## src/rtl/core/tcs_pkg.sv

```systemverilog
// ============================================================================
// tcs_pkg
// Shared types and constants for the thermal cycle sequencer: phase codes,
// shuttle and heater targets, register indexes and the result record.
// ============================================================================
package tcs_pkg;

    localparam int unsigned PHASE_W   = 4;
    localparam int unsigned COUNT_W   = 8;
    localparam int unsigned SECONDS_W = 12;
    localparam int unsigned ELAPSED_W = 22;
    localparam int unsigned CFG_IDX_W = 3;
    localparam int unsigned CFG_DATA_W = 12;

    localparam logic [ELAPSED_W-1:0] ELAPSED_MAX   = '1;
    localparam logic [ELAPSED_W-1:0] MS_PER_SECOND = ELAPSED_W'(1000);

    // Sequencer phases, numbered densely from idle.
    localparam logic [PHASE_W-1:0] PH_IDLE          = 4'd0;
    localparam logic [PHASE_W-1:0] PH_INIT_TO_HOT   = 4'd1;
    localparam logic [PHASE_W-1:0] PH_INIT_ENGAGE   = 4'd2;
    localparam logic [PHASE_W-1:0] PH_INIT_HOLD     = 4'd3;
    localparam logic [PHASE_W-1:0] PH_INIT_RELEASE  = 4'd4;
    localparam logic [PHASE_W-1:0] PH_TO_COLD       = 4'd5;
    localparam logic [PHASE_W-1:0] PH_COLD_ENGAGE   = 4'd6;
    localparam logic [PHASE_W-1:0] PH_COLD_HOLD     = 4'd7;
    localparam logic [PHASE_W-1:0] PH_COLD_RELEASE  = 4'd8;
    localparam logic [PHASE_W-1:0] PH_TO_HOT        = 4'd9;
    localparam logic [PHASE_W-1:0] PH_HOT_ENGAGE    = 4'd10;
    localparam logic [PHASE_W-1:0] PH_HOT_HOLD      = 4'd11;
    localparam logic [PHASE_W-1:0] PH_HOT_RELEASE   = 4'd12;
    localparam logic [PHASE_W-1:0] PH_TO_READ       = 4'd13;
    localparam logic [PHASE_W-1:0] PH_TO_HOME       = 4'd14;
    localparam logic [PHASE_W-1:0] PH_UNUSED        = 4'd15;

    // Shuttle positions.
    localparam logic [1:0] SHUTTLE_HOME = 2'd0;
    localparam logic [1:0] SHUTTLE_HOT  = 2'd1;
    localparam logic [1:0] SHUTTLE_READ = 2'd2;
    localparam logic [1:0] SHUTTLE_COLD = 2'd3;

    // Heater positions.
    localparam logic [1:0] HEATER_RELEASED = 2'd0;
    localparam logic [1:0] HEATER_HOT      = 2'd1;
    localparam logic [1:0] HEATER_COLD     = 2'd2;
    localparam logic [1:0] HEATER_INVALID  = 2'd3;

    // Configuration register indexes.
    localparam logic [CFG_IDX_W-1:0] CFG_N_CYCLES     = 3'd0;
    localparam logic [CFG_IDX_W-1:0] CFG_INIT_HOT_SEC = 3'd1;
    localparam logic [CFG_IDX_W-1:0] CFG_HOT_SEC      = 3'd2;
    localparam logic [CFG_IDX_W-1:0] CFG_COLD_SEC     = 3'd3;
    localparam logic [CFG_IDX_W-1:0] CFG_BLUE_EN      = 3'd4;
    localparam logic [CFG_IDX_W-1:0] CFG_RED_EN       = 3'd5;

    typedef struct packed {
        logic               shuttle_move;
        logic [1:0]         shuttle_target;
        logic               heater_move;
        logic [1:0]         heater_target;
        logic               blue_read_strobe;
        logic               red_read_strobe;
        logic [PHASE_W-1:0] phase;
        logic [COUNT_W-1:0] cycle_index;
    } result_t;

endpackage

```

## src/rtl/core/thermal_cycle_sequencer_top.sv

```systemverilog
// ============================================================================
// thermal_cycle_sequencer_top
// Phase sequencer for a shuttle-and-heater thermal cycler. Each input
// transaction advances the sequence by at most one phase and yields exactly
// one result transaction carrying servo command strobes, read strobes, the
// new phase and the cycle count.
// ============================================================================
//
//  Channel   Direction  Handshake                   Payload
//  -------   ---------  --------------------------  ----------------------------
//  s_        in         s_valid / s_ready           req_type, shuttle_idle,
//                                                   heater_idle, ms_tick
//  m_        out        m_valid / m_ready           move strobes and targets,
//                                                   read strobes, phase, cycle
//  cfg_      in         cfg_valid / cfg_ready       cfg_index, cfg_data
//
// The next-state and result logic is combinational: it sits between the
// sequencer state registers and the output register, so a new transaction is
// accepted every cycle while the output side keeps up.
// A two-entry output stage (output register plus skid register) lets one
// transaction be accepted while a finished result is still waiting; s_ready
// falls only when both entries are full.
// Reset (aresetn low, synchronous) returns the sequencer to idle, clears the
// hold timer and cycle count, zeroes all configuration registers and empties
// the output stage. Configuration writes are always accepted.
// ============================================================================
module thermal_cycle_sequencer_top (
    input  logic                             aclk,
    input  logic                             aresetn,

    input  logic                             s_valid,
    output logic                             s_ready,
    input  logic                             s_req_type,
    input  logic                             s_shuttle_idle,
    input  logic                             s_heater_idle,
    input  logic                             s_ms_tick,

    output logic                             m_valid,
    input  logic                             m_ready,
    output logic                             m_shuttle_move,
    output logic [1:0]                       m_shuttle_target,
    output logic                             m_heater_move,
    output logic [1:0]                       m_heater_target,
    output logic                             m_blue_read_strobe,
    output logic                             m_red_read_strobe,
    output logic [tcs_pkg::PHASE_W-1:0]      m_phase,
    output logic [tcs_pkg::COUNT_W-1:0]      m_cycle_index,

    input  logic                             cfg_valid,
    output logic                             cfg_ready,
    input  logic [tcs_pkg::CFG_IDX_W-1:0]    cfg_index,
    input  logic [tcs_pkg::CFG_DATA_W-1:0]   cfg_data
);
    import tcs_pkg::*;

    // ------------------------------------------------------------------
    // Configuration registers
    // ------------------------------------------------------------------
    logic [COUNT_W-1:0]   n_cycles_reg;
    logic [SECONDS_W-1:0] init_hot_sec_reg;
    logic [SECONDS_W-1:0] hot_sec_reg;
    logic [SECONDS_W-1:0] cold_sec_reg;
    logic                 blue_en_reg;
    logic                 red_en_reg;

    assign cfg_ready = 1'b1;

    always_ff @(posedge aclk) begin
        if (!aresetn) begin
            n_cycles_reg     <= '0;
            init_hot_sec_reg <= '0;
            hot_sec_reg      <= '0;
            cold_sec_reg     <= '0;
            blue_en_reg      <= 1'b0;
            red_en_reg       <= 1'b0;
        end else if (cfg_valid && cfg_ready) begin
            unique case (cfg_index)
                CFG_N_CYCLES:     n_cycles_reg     <= cfg_data[COUNT_W-1:0];
                CFG_INIT_HOT_SEC: init_hot_sec_reg <= cfg_data[SECONDS_W-1:0];
                CFG_HOT_SEC:      hot_sec_reg      <= cfg_data[SECONDS_W-1:0];
                CFG_COLD_SEC:     cold_sec_reg     <= cfg_data[SECONDS_W-1:0];
                CFG_BLUE_EN:      blue_en_reg      <= cfg_data[0];
                CFG_RED_EN:       red_en_reg       <= cfg_data[0];
                default: ;        // Writes beyond the register list are dropped.
            endcase
        end
    end

    // ------------------------------------------------------------------
    // Sequencer state
    // ------------------------------------------------------------------
    logic [PHASE_W-1:0]   phase_reg,   phase_next;
    logic [ELAPSED_W-1:0] elapsed_reg, elapsed_next;
    logic [COUNT_W-1:0]   cycle_reg,   cycle_next;
    result_t              res_next;

    logic                 s_accept;

    // Hold timer: the tick is counted first (saturating), then the count is
    // compared against the hold time of whichever hold phase is active.
    logic [SECONDS_W-1:0] hold_sec;
    logic [ELAPSED_W-1:0] elapsed_inc;
    logic [ELAPSED_W-1:0] hold_limit;
    logic                 hold_done;

    always_comb begin
        case (phase_reg)
            PH_INIT_HOLD: hold_sec = init_hot_sec_reg;
            PH_COLD_HOLD: hold_sec = cold_sec_reg;
            default:      hold_sec = hot_sec_reg;
        endcase
    end

    assign elapsed_inc = (s_ms_tick && (elapsed_reg != ELAPSED_MAX))
                         ? elapsed_reg + ELAPSED_W'(1) : elapsed_reg;
    // 1000 x 4095 fits in the timer width, so the product never wraps.
    assign hold_limit  = ELAPSED_W'(hold_sec) * MS_PER_SECOND;
    assign hold_done   = (elapsed_inc > hold_limit);

    // Next-state and result logic for one input transaction.
    always_comb begin
        phase_next = phase_reg;
        elapsed_next = elapsed_reg;
        cycle_next = cycle_reg;
        res_next = '0;

        if (s_req_type) begin
            // A start request restarts from any phase and ignores the poll inputs.
            phase_next              = PH_INIT_TO_HOT;
            res_next.shuttle_move   = 1'b1;
            res_next.shuttle_target = SHUTTLE_HOT;
        end else begin
            unique case (phase_reg)
                PH_INIT_TO_HOT, PH_TO_HOT: begin
                    if (s_shuttle_idle) begin
                        res_next.heater_move   = 1'b1;
                        res_next.heater_target = HEATER_HOT;
                        phase_next = (phase_reg == PH_TO_HOT) ? PH_HOT_ENGAGE
                                                              : PH_INIT_ENGAGE;
                    end
                end
                PH_INIT_ENGAGE, PH_COLD_ENGAGE, PH_HOT_ENGAGE: begin
                    if (s_heater_idle) begin
                        elapsed_next = '0;
                        phase_next   = phase_reg + PHASE_W'(1);
                    end
                end
                PH_INIT_HOLD, PH_COLD_HOLD, PH_HOT_HOLD: begin
                    elapsed_next = elapsed_inc;
                    if (hold_done) begin
                        res_next.heater_move   = 1'b1;
                        res_next.heater_target = HEATER_RELEASED;
                        phase_next             = phase_reg + PHASE_W'(1);
                    end
                end
                PH_INIT_RELEASE: begin
                    if (s_heater_idle) begin
                        cycle_next              = '0;
                        res_next.shuttle_move   = 1'b1;
                        res_next.shuttle_target = SHUTTLE_COLD;
                        phase_next              = PH_TO_COLD;
                    end
                end
                PH_TO_COLD: begin
                    if (s_shuttle_idle) begin
                        res_next.heater_move   = 1'b1;
                        res_next.heater_target = HEATER_COLD;
                        phase_next             = PH_COLD_ENGAGE;
                    end
                end
                PH_COLD_RELEASE: begin
                    if (s_heater_idle) begin
                        res_next.shuttle_move   = 1'b1;
                        res_next.shuttle_target = SHUTTLE_HOT;
                        phase_next              = PH_TO_HOT;
                    end
                end
                PH_HOT_RELEASE: begin
                    if (s_heater_idle) begin
                        res_next.shuttle_move   = 1'b1;
                        res_next.shuttle_target = SHUTTLE_READ;
                        phase_next              = PH_TO_READ;
                    end
                end
                PH_TO_READ: begin
                    if (s_shuttle_idle) begin
                        res_next.blue_read_strobe = blue_en_reg;
                        res_next.red_read_strobe  = red_en_reg;
                        res_next.shuttle_move     = 1'b1;
                        if (cycle_reg < n_cycles_reg) begin
                            cycle_next              = cycle_reg + COUNT_W'(1);
                            res_next.shuttle_target = SHUTTLE_COLD;
                            phase_next              = PH_TO_COLD;
                        end else begin
                            cycle_next              = '0;
                            res_next.shuttle_target = SHUTTLE_HOME;
                            phase_next              = PH_TO_HOME;
                        end
                    end
                end
                PH_TO_HOME: begin
                    if (s_shuttle_idle) begin
                        phase_next = PH_IDLE;
                    end
                end
                default: ;  // Idle and the unused code do nothing.
            endcase
        end

        res_next.phase       = phase_next;
        res_next.cycle_index = cycle_next;
    end

    always_ff @(posedge aclk) begin
        if (!aresetn) begin
            phase_reg   <= PH_IDLE;
            elapsed_reg <= '0;
            cycle_reg   <= '0;
        end else if (s_accept) begin
            phase_reg   <= phase_next;
            elapsed_reg <= elapsed_next;
            cycle_reg   <= cycle_next;
        end
    end

    // ------------------------------------------------------------------
    // Output stage: output register backed by a skid register
    // ------------------------------------------------------------------
    result_t out_reg;
    result_t skid_reg;
    logic    out_valid_reg;
    logic    skid_valid_reg;
    logic    m_take;

    assign s_ready  = !skid_valid_reg;
    assign s_accept = s_valid && s_ready;
    assign m_valid  = out_valid_reg;
    assign m_take   = out_valid_reg && m_ready;

    always_ff @(posedge aclk) begin
        if (!aresetn) begin
            out_valid_reg  <= 1'b0;
            skid_valid_reg <= 1'b0;
        end else if (m_take) begin
            if (skid_valid_reg) begin
                skid_valid_reg <= 1'b0;
            end else begin
                out_valid_reg  <= s_accept;
            end
        end else if (s_accept) begin
            if (out_valid_reg) begin
                skid_valid_reg <= 1'b1;
            end else begin
                out_valid_reg  <= 1'b1;
            end
        end
    end

    always_ff @(posedge aclk) begin
        if (m_take && skid_valid_reg) begin
            out_reg <= skid_reg;
        end else if (s_accept && (m_take || !out_valid_reg)) begin
            out_reg <= res_next;
        end
        if (s_accept && out_valid_reg && !m_take) begin
            skid_reg <= res_next;
        end
    end

    assign m_shuttle_move     = out_reg.shuttle_move;
    assign m_shuttle_target   = out_reg.shuttle_target;
    assign m_heater_move      = out_reg.heater_move;
    assign m_heater_target    = out_reg.heater_target;
    assign m_blue_read_strobe = out_reg.blue_read_strobe;
    assign m_red_read_strobe  = out_reg.red_read_strobe;
    assign m_phase            = out_reg.phase;
    assign m_cycle_index      = out_reg.cycle_index;

endmodule

```

## config.mk

```make
export PLATFORM = sky130hd
export DESIGN_NAME = thermal_cycle_sequencer_top
export DESIGN_NICKNAME = d
export VERILOG_FILES = /design/src/rtl/core/tcs_pkg.sv /design/src/rtl/core/thermal_cycle_sequencer_top.sv
export SDC_FILE = /design/constraint.sdc
export NUM_CORES = 1
export LEC_CHECK = 0
export BUFFER_PORTS_ARGS = -buffer_cell sky130_fd_sc_hd__buf_4
export CAP_MARGIN = 10
export CORE_MARGIN = 4
export CORE_UTILIZATION = 60
export DETAILED_ROUTE_END_ITERATION = 12
export PLACE_DENSITY = 0.78
export SLEW_MARGIN = 20
export SYNTH_ARGS = -nofsm -noshare
export SYNTH_HDL_FRONTEND = slang
export SYNTH_SLANG_ARGS = --single-unit
```

## constraint.sdc

```tcl
create_clock -name aclk -period 11.45 [get_ports aclk]
set_input_delay 2.29 -clock aclk [delete_from_list [all_inputs] [get_ports aclk]]
set_output_delay 2.29 -clock aclk [all_outputs]
set_load 0.02 [all_outputs]
```

* Yosys cells after proc, flatten, opt, wreduce, memory -nomap -nowiden
Cells that the tools add are included.
Storage, ports and cells: bits of input ports 24, bits in registers 122, word-level logic and storage cells 126, output and inout bits 23
Operators by class: $lt $le $gt $ge 2, equal/unequal tests 22, add/sub/neg operators 3, mux-type cells 41, reductions and logical operators 28, bitwise gates (word level) 2, $mul 1
Operators by type and width (count):
- 4-bit two-way mux | 12
- 22-bit two-way mux | 2
- 22-bit one-hot mux with 2 select lines | 1
- 20-bit two-way mux | 2
- 4-bit one-hot mux with 9 select lines | 1
- 8-bit two-way mux | 4
- 4-bit equality test (second input constant) | 7
- 3-bit two-way mux | 8
- 12-bit one-hot mux with 2 select lines | 1
- 22-bit by 1-bit adder with 22-bit output (second input constant) | 1
- 22-bit > comparator | 1
- 22-bit inequality test (second input constant) | 1
- 12-bit by 7-bit multiplier with 19-bit output (second input constant) | 1
- 4-bit by 3-bit equality test with 1-bit output (second input constant) | 4
- 8-bit one-hot mux with 2 select lines | 1
- 2-bit AND reduction | 8
- 3-bit one-hot mux with 4 select lines | 1
- 3-bit one-hot mux with 3 select lines | 1
- 8-bit by 1-bit adder with 8-bit output (second input constant) | 1
- 4-bit by 2-bit equality test with 1-bit output (second input constant) | 2
- 8-bit less-than comparator | 1
- 1-bit logical AND | 7
- 3-bit by 2-bit equality test with 1-bit output (second input constant) | 2
- 3-bit equality test (second input constant) | 2
- 15 further kinds | 27

* Longest topological paths before layout
depth after elaboration 9, gate-level depth with buffers 31, mapped depth without buffers 31

* Worst setup path after synthesis
Ideal clock, no wire load.
kind register to register, from register phase_reg[2], to register out_reg (netlist bit m_phase[0]), data pin, buffers on the path 4, required time 11181 ps, clock period less this slack 8252 ps, stages on the path, launching flop included 30, setup time 269 ps, arrival time 7983 ps, slack 3198 ps, cells stage by stage dfxtp_1 -> clkbuf_1 -> clkbuf_1 -> buf_1 -> clkbuf_1 -> mux2i_1 -> o21ai_0 -> inv_1 -> fa_1 -> fa_1 -> fa_1 -> inv_1 -> fa_1 -> ha_1 -> and3_1 -> a21oi_1 -> o31a_1 -> a21oi_1 -> a211o_1 -> nor3_1 -> a21oi_1 -> xnor2_1 -> ha_1 -> nand4_1 -> or3_1 -> or4_1 -> o22ai_1 -> a22oi_2 -> a311oi_1 -> o31ai_1
Between the ends: cells in the longest elaborated chain, start to end 9, elaborated cells between the ends (all ways) 25, classes of those cells mul: 1; order compare: 1; eq/ne: 14; mux: 6; reduce/logical: 3
RTL lines:
- start, declared | RTL line thermal_cycle_sequencer_top.sv:92 | logic [PHASE_W-1:0] phase_reg, phase_next;
- start signal, assigned | RTL line thermal_cycle_sequencer_top.sv:220 | phase_reg <= phase_next;
- 4-bit by 3-bit equality test with 1-bit output or 4-bit by 2-bit equality test with 1-bit output (tied branches) | RTL line thermal_cycle_sequencer_top.sv:107, thermal_cycle_sequencer_top.sv:133
- 12-bit one-hot mux with 2 select lines | RTL line thermal_cycle_sequencer_top.sv:107 | case (phase_reg)
- 12-bit by 7-bit multiplier with 19-bit output | RTL line thermal_cycle_sequencer_top.sv:117 | assign hold_limit = ELAPSED_W'(hold_sec) * MS_PER_SECOND;
- 22-bit > comparator | RTL line thermal_cycle_sequencer_top.sv:118 | assign hold_done = (elapsed_inc > hold_limit);
- 4-bit two-way mux | RTL line thermal_cycle_sequencer_top.sv:150 | if (hold_done) begin
- 4-bit one-hot mux with 9 select lines (*) | RTL line thermal_cycle_sequencer_top.sv:133 | unique case (phase_reg)
- 4-bit two-way mux (*) | RTL line thermal_cycle_sequencer_top.sv:127 | if (s_req_type) begin
- 20-bit two-way mux (*) | RTL line thermal_cycle_sequencer_top.sv:262 | end else if (s_accept && (m_take || !out_valid_reg)) begin
- 20-bit two-way mux (*) | RTL line thermal_cycle_sequencer_top.sv:260 | if (m_take && skid_valid_reg) begin
- end signal, assigned | RTL line thermal_cycle_sequencer_top.sv:261 | out_reg <= skid_reg;
- end signal, assigned | RTL line thermal_cycle_sequencer_top.sv:263 | out_reg <= res_next;
- end, declared | RTL line thermal_cycle_sequencer_top.sv:229 | result_t out_reg;
Mark *: on every way between the ends. The rest lies on a longest branch, timed or not. The select of a mux whose other input is x is not followed. A chain may end at the register's enable or synchronous reset.

* Worst setup path in the final report
from register phase_reg[3], to register out_reg (netlist bit m_phase[0]), data pin
Same word-level chain as after synthesis.

==> results_dict.tcl <==
set metrics [dict create \
    grt_overflow 0 \
    seq_area_frac_synth 0.321 \
    cts_hold_buf 0 \
    grt_pass1_vias 7168 \
    nets 1222 \
    whs_path_depth 2 \
    timing.rr.end "m_phase[0]" \
    fin_skew_ns 0.0101 \
    drt-total-wl_um 20400 \
    ys_warn_count 0 \
    cts_resized 0 \
    grt_first_pass_wirelength_um 34500 \
    post_cts_buffers 0 \
    tightest_slew_ns 1.00 \
    max_freq_mhz 117 \
    synth-seq-cells 122 \
    gp_congestion 0.916 \
    p_per_area_nw_per_um2 118 \
    leakagePower_nw 4.07 \
    fin_crit_sh 0.744 \
    start_util 0.611 \
    dpl_cell_area_um2 9290 \
    dp_hpwl_um 14800 \
    io-pin-count 47 \
    worst_slack_ns 2.93 \
    num_vias 7603 \
    root_buffer "clkbuf_16" \
    grt_util_all_layers 0.255 \
    status "finished clean" \
    synth_cells 1064 \
    drive_gt1_frac 0.0981 \
    crit_start "phase_reg[3]" \
    crit_end "m_phase[0]" \
    htreeDepth 4 \
    maxCapViolations 0 \
    coreArea_um2 14500 \
    synth-edff-count 40 \
    synth_nets 1198 \
    hold_path.class "flop to flop" \
    die_w_um 129 \
    design_area_um2 9910 \
    totalPowerFinal_mw 1.17 \
    required_ns 11.61 \
    dp.cells 1253 \
    setup_viol 0 \
    maxSlewViolCount 0 \
    relSlewSlack 0.330 \
    portBuffers 45 \
    instances_no_fill 1285 \
    cts.clk_slew.worst_paths_ns 0.06 \
    antenna_cells 0 \
    r2r_start "phase_reg[3]" \
    finish.utilization 0.684 \
    peakVddDrop_mv 0.0888 \
    routedWlPerCell_um 15.9 \
    reg2reg_depth 29 \
    grt_antenna_before_repair 0 \
    synth_cell_types 69 \
    finalHoldViolations 0 \
    std_cell_rows 44 \
    rsz0062_at_grt "false" \
    setup-tns-final_ns 0 \
    clock-sinks 122 \
    synthArstFlopShare 0 \
    largest_reg_flops 22 \
    avgSynthCellArea_um2 8.32 \
    cp-start-kind "flop" \
    clkLatencyLatePin_ns 0.42 \
    firstDrtPassIters 5 \
    crit_top_cell "ha_1" \
    drc 0 \
    whs_ns 0.451 \
    cp.arrival_ns 8.67 \
    area_growth_pct 11.9 \
    dp_slack_ns 3.06 \
    synth_flop_cell "dfxtp_1" \
    syn_area_um2 8850 \
    die_h_um 129 \
    slowest_delay_ns 0.76 \
    numCtsBuffers 17 \
    grt_max_degree 74 \
    vias_per_cell 5.92 \
    fin_crit_ns 8.52 \
    first_iter_violations 607 \
    worst-setup-path-type "flop to flop" \
    cts_tree "yes" \
    critPathMaxFanout 24 \
    die_area_um2 16800 \
    ff2ff_setup_slack_ns 2.93 \
    ant_nets 0 \
    cp_slowest_cell "dfxtp_1" \
    endpoint_kind "flop" \
    clk_path_buf_depth 2 \
]
## cell usage in the layout (no fill, tap or decap), drive strengths merged, types with 33 or more instances in the layout
cell type,Yosys,final
inv,92,99
nand2,158,158
dfxtp,82,82
fa,33,33
nor3,34,34
edfxtp,40,40
nor2,81,81
buf,3,51
o21ai,45,45
ha,77,77
nand3,33,33
a21oi,110,110
## synthesized netlist by cell type (10+ instances only)
library cell / number / area share
a21oi_1: 110 / 0.062
a31oi_1: 10 / 0.0071
and2_1: 12 / 0.0085
and3_1: 11 / 0.0078
clkbuf_1: 43 / 0.018
dfxtp_1: 82 / 0.19
edfxtp_1: 40 / 0.14
fa_1: 33 / 0.075
ha_1: 77 / 0.11
inv_1: 90 / 0.038
mux2_2: 10 / 0.013
mux2i_1: 15 / 0.017
nand2_1: 158 / 0.067
nand3_1: 33 / 0.019
nand4_1: 10 / 0.0071
nor2_1: 81 / 0.034
nor3_1: 34 / 0.019
o21ai_0: 45 / 0.025
o31ai_1: 10 / 0.0085
or3_1: 13 / 0.0092
xnor2_1: 22 / 0.022
xor2_1: 16 / 0.016
## layer usage
layer / GRT usage / vias to the layer above / part of all wire
met5: 0 / - / 0
met4: 0.0666 / 0 / 0.017
met3: 0.0429 / 35 / 0.065
met2: 0.418 / 243 / 0.47
met1: 0.353 / 3565 / 0.45
li1: - / 3760 / -
## worst min-delay path by stage
stage	slack (ns)	startpoint	end
floorplan	0.43	n_cycles_reg[0]	n_cycles_reg[0]
global placement	0.44	n_cycles_reg[0]	n_cycles_reg[0]
detailed placement	0.44	n_cycles_reg[0]	n_cycles_reg[0]
CTS	0.45	n_cycles_reg[0]	n_cycles_reg[0]
global route	0.48	init_hot_sec_reg[3]	init_hot_sec_reg[3]
finish	0.45	n_cycles_reg[0]	n_cycles_reg[0]
## power breakdown
part	internal (mW)	switching, mW	total [mW]	leakage [nW]
clock	0.338	0.216	0.554	0.301
sequential	0.460	0.00815	0.469	1.04
combinational	0.0563	0.0916	0.148	2.73
## kinds of logic (layout without fill, tap and decap cells)
group                    count (synthesis)  in the layout  share of synthesized area
adder cells (fa/ha/maj)                110            110                      0.183
other                                    1              1                   0.000424
AO/OA/AOI/OAI                          241            241                      0.164
buffers and inverters                  140            177                     0.0599
flip-flops                             122            122                      0.321
multiplexers                            26             26                     0.0314
AND/OR/NAND/NOR                        385            385                      0.199
XOR/XNOR                                39             39                     0.0401
## critical path, delay by kind of cell (launching register included)
kind / cells / cell delay [ns]
AO/OA/AOI/OAI: 11 / 2.44
XOR/XNOR: 2 / 0.30
buffers and inverters: 3 / 0.24
adder cells (fa/ha/maj): 7 / 2.54
AND/OR/NAND/NOR: 6 / 1.94
flip-flops: 1 / 0.76
## cell type report
cell class	count	area, um2
clock buffer	19	453
inverter	94	353
multi-input combinational	802	5490
fill	1166	4570
timing repair buffer	51	383
tap	184	230
sequential	122	2840
clock inverter	13	155
Power figures use the tool's default switching activity.
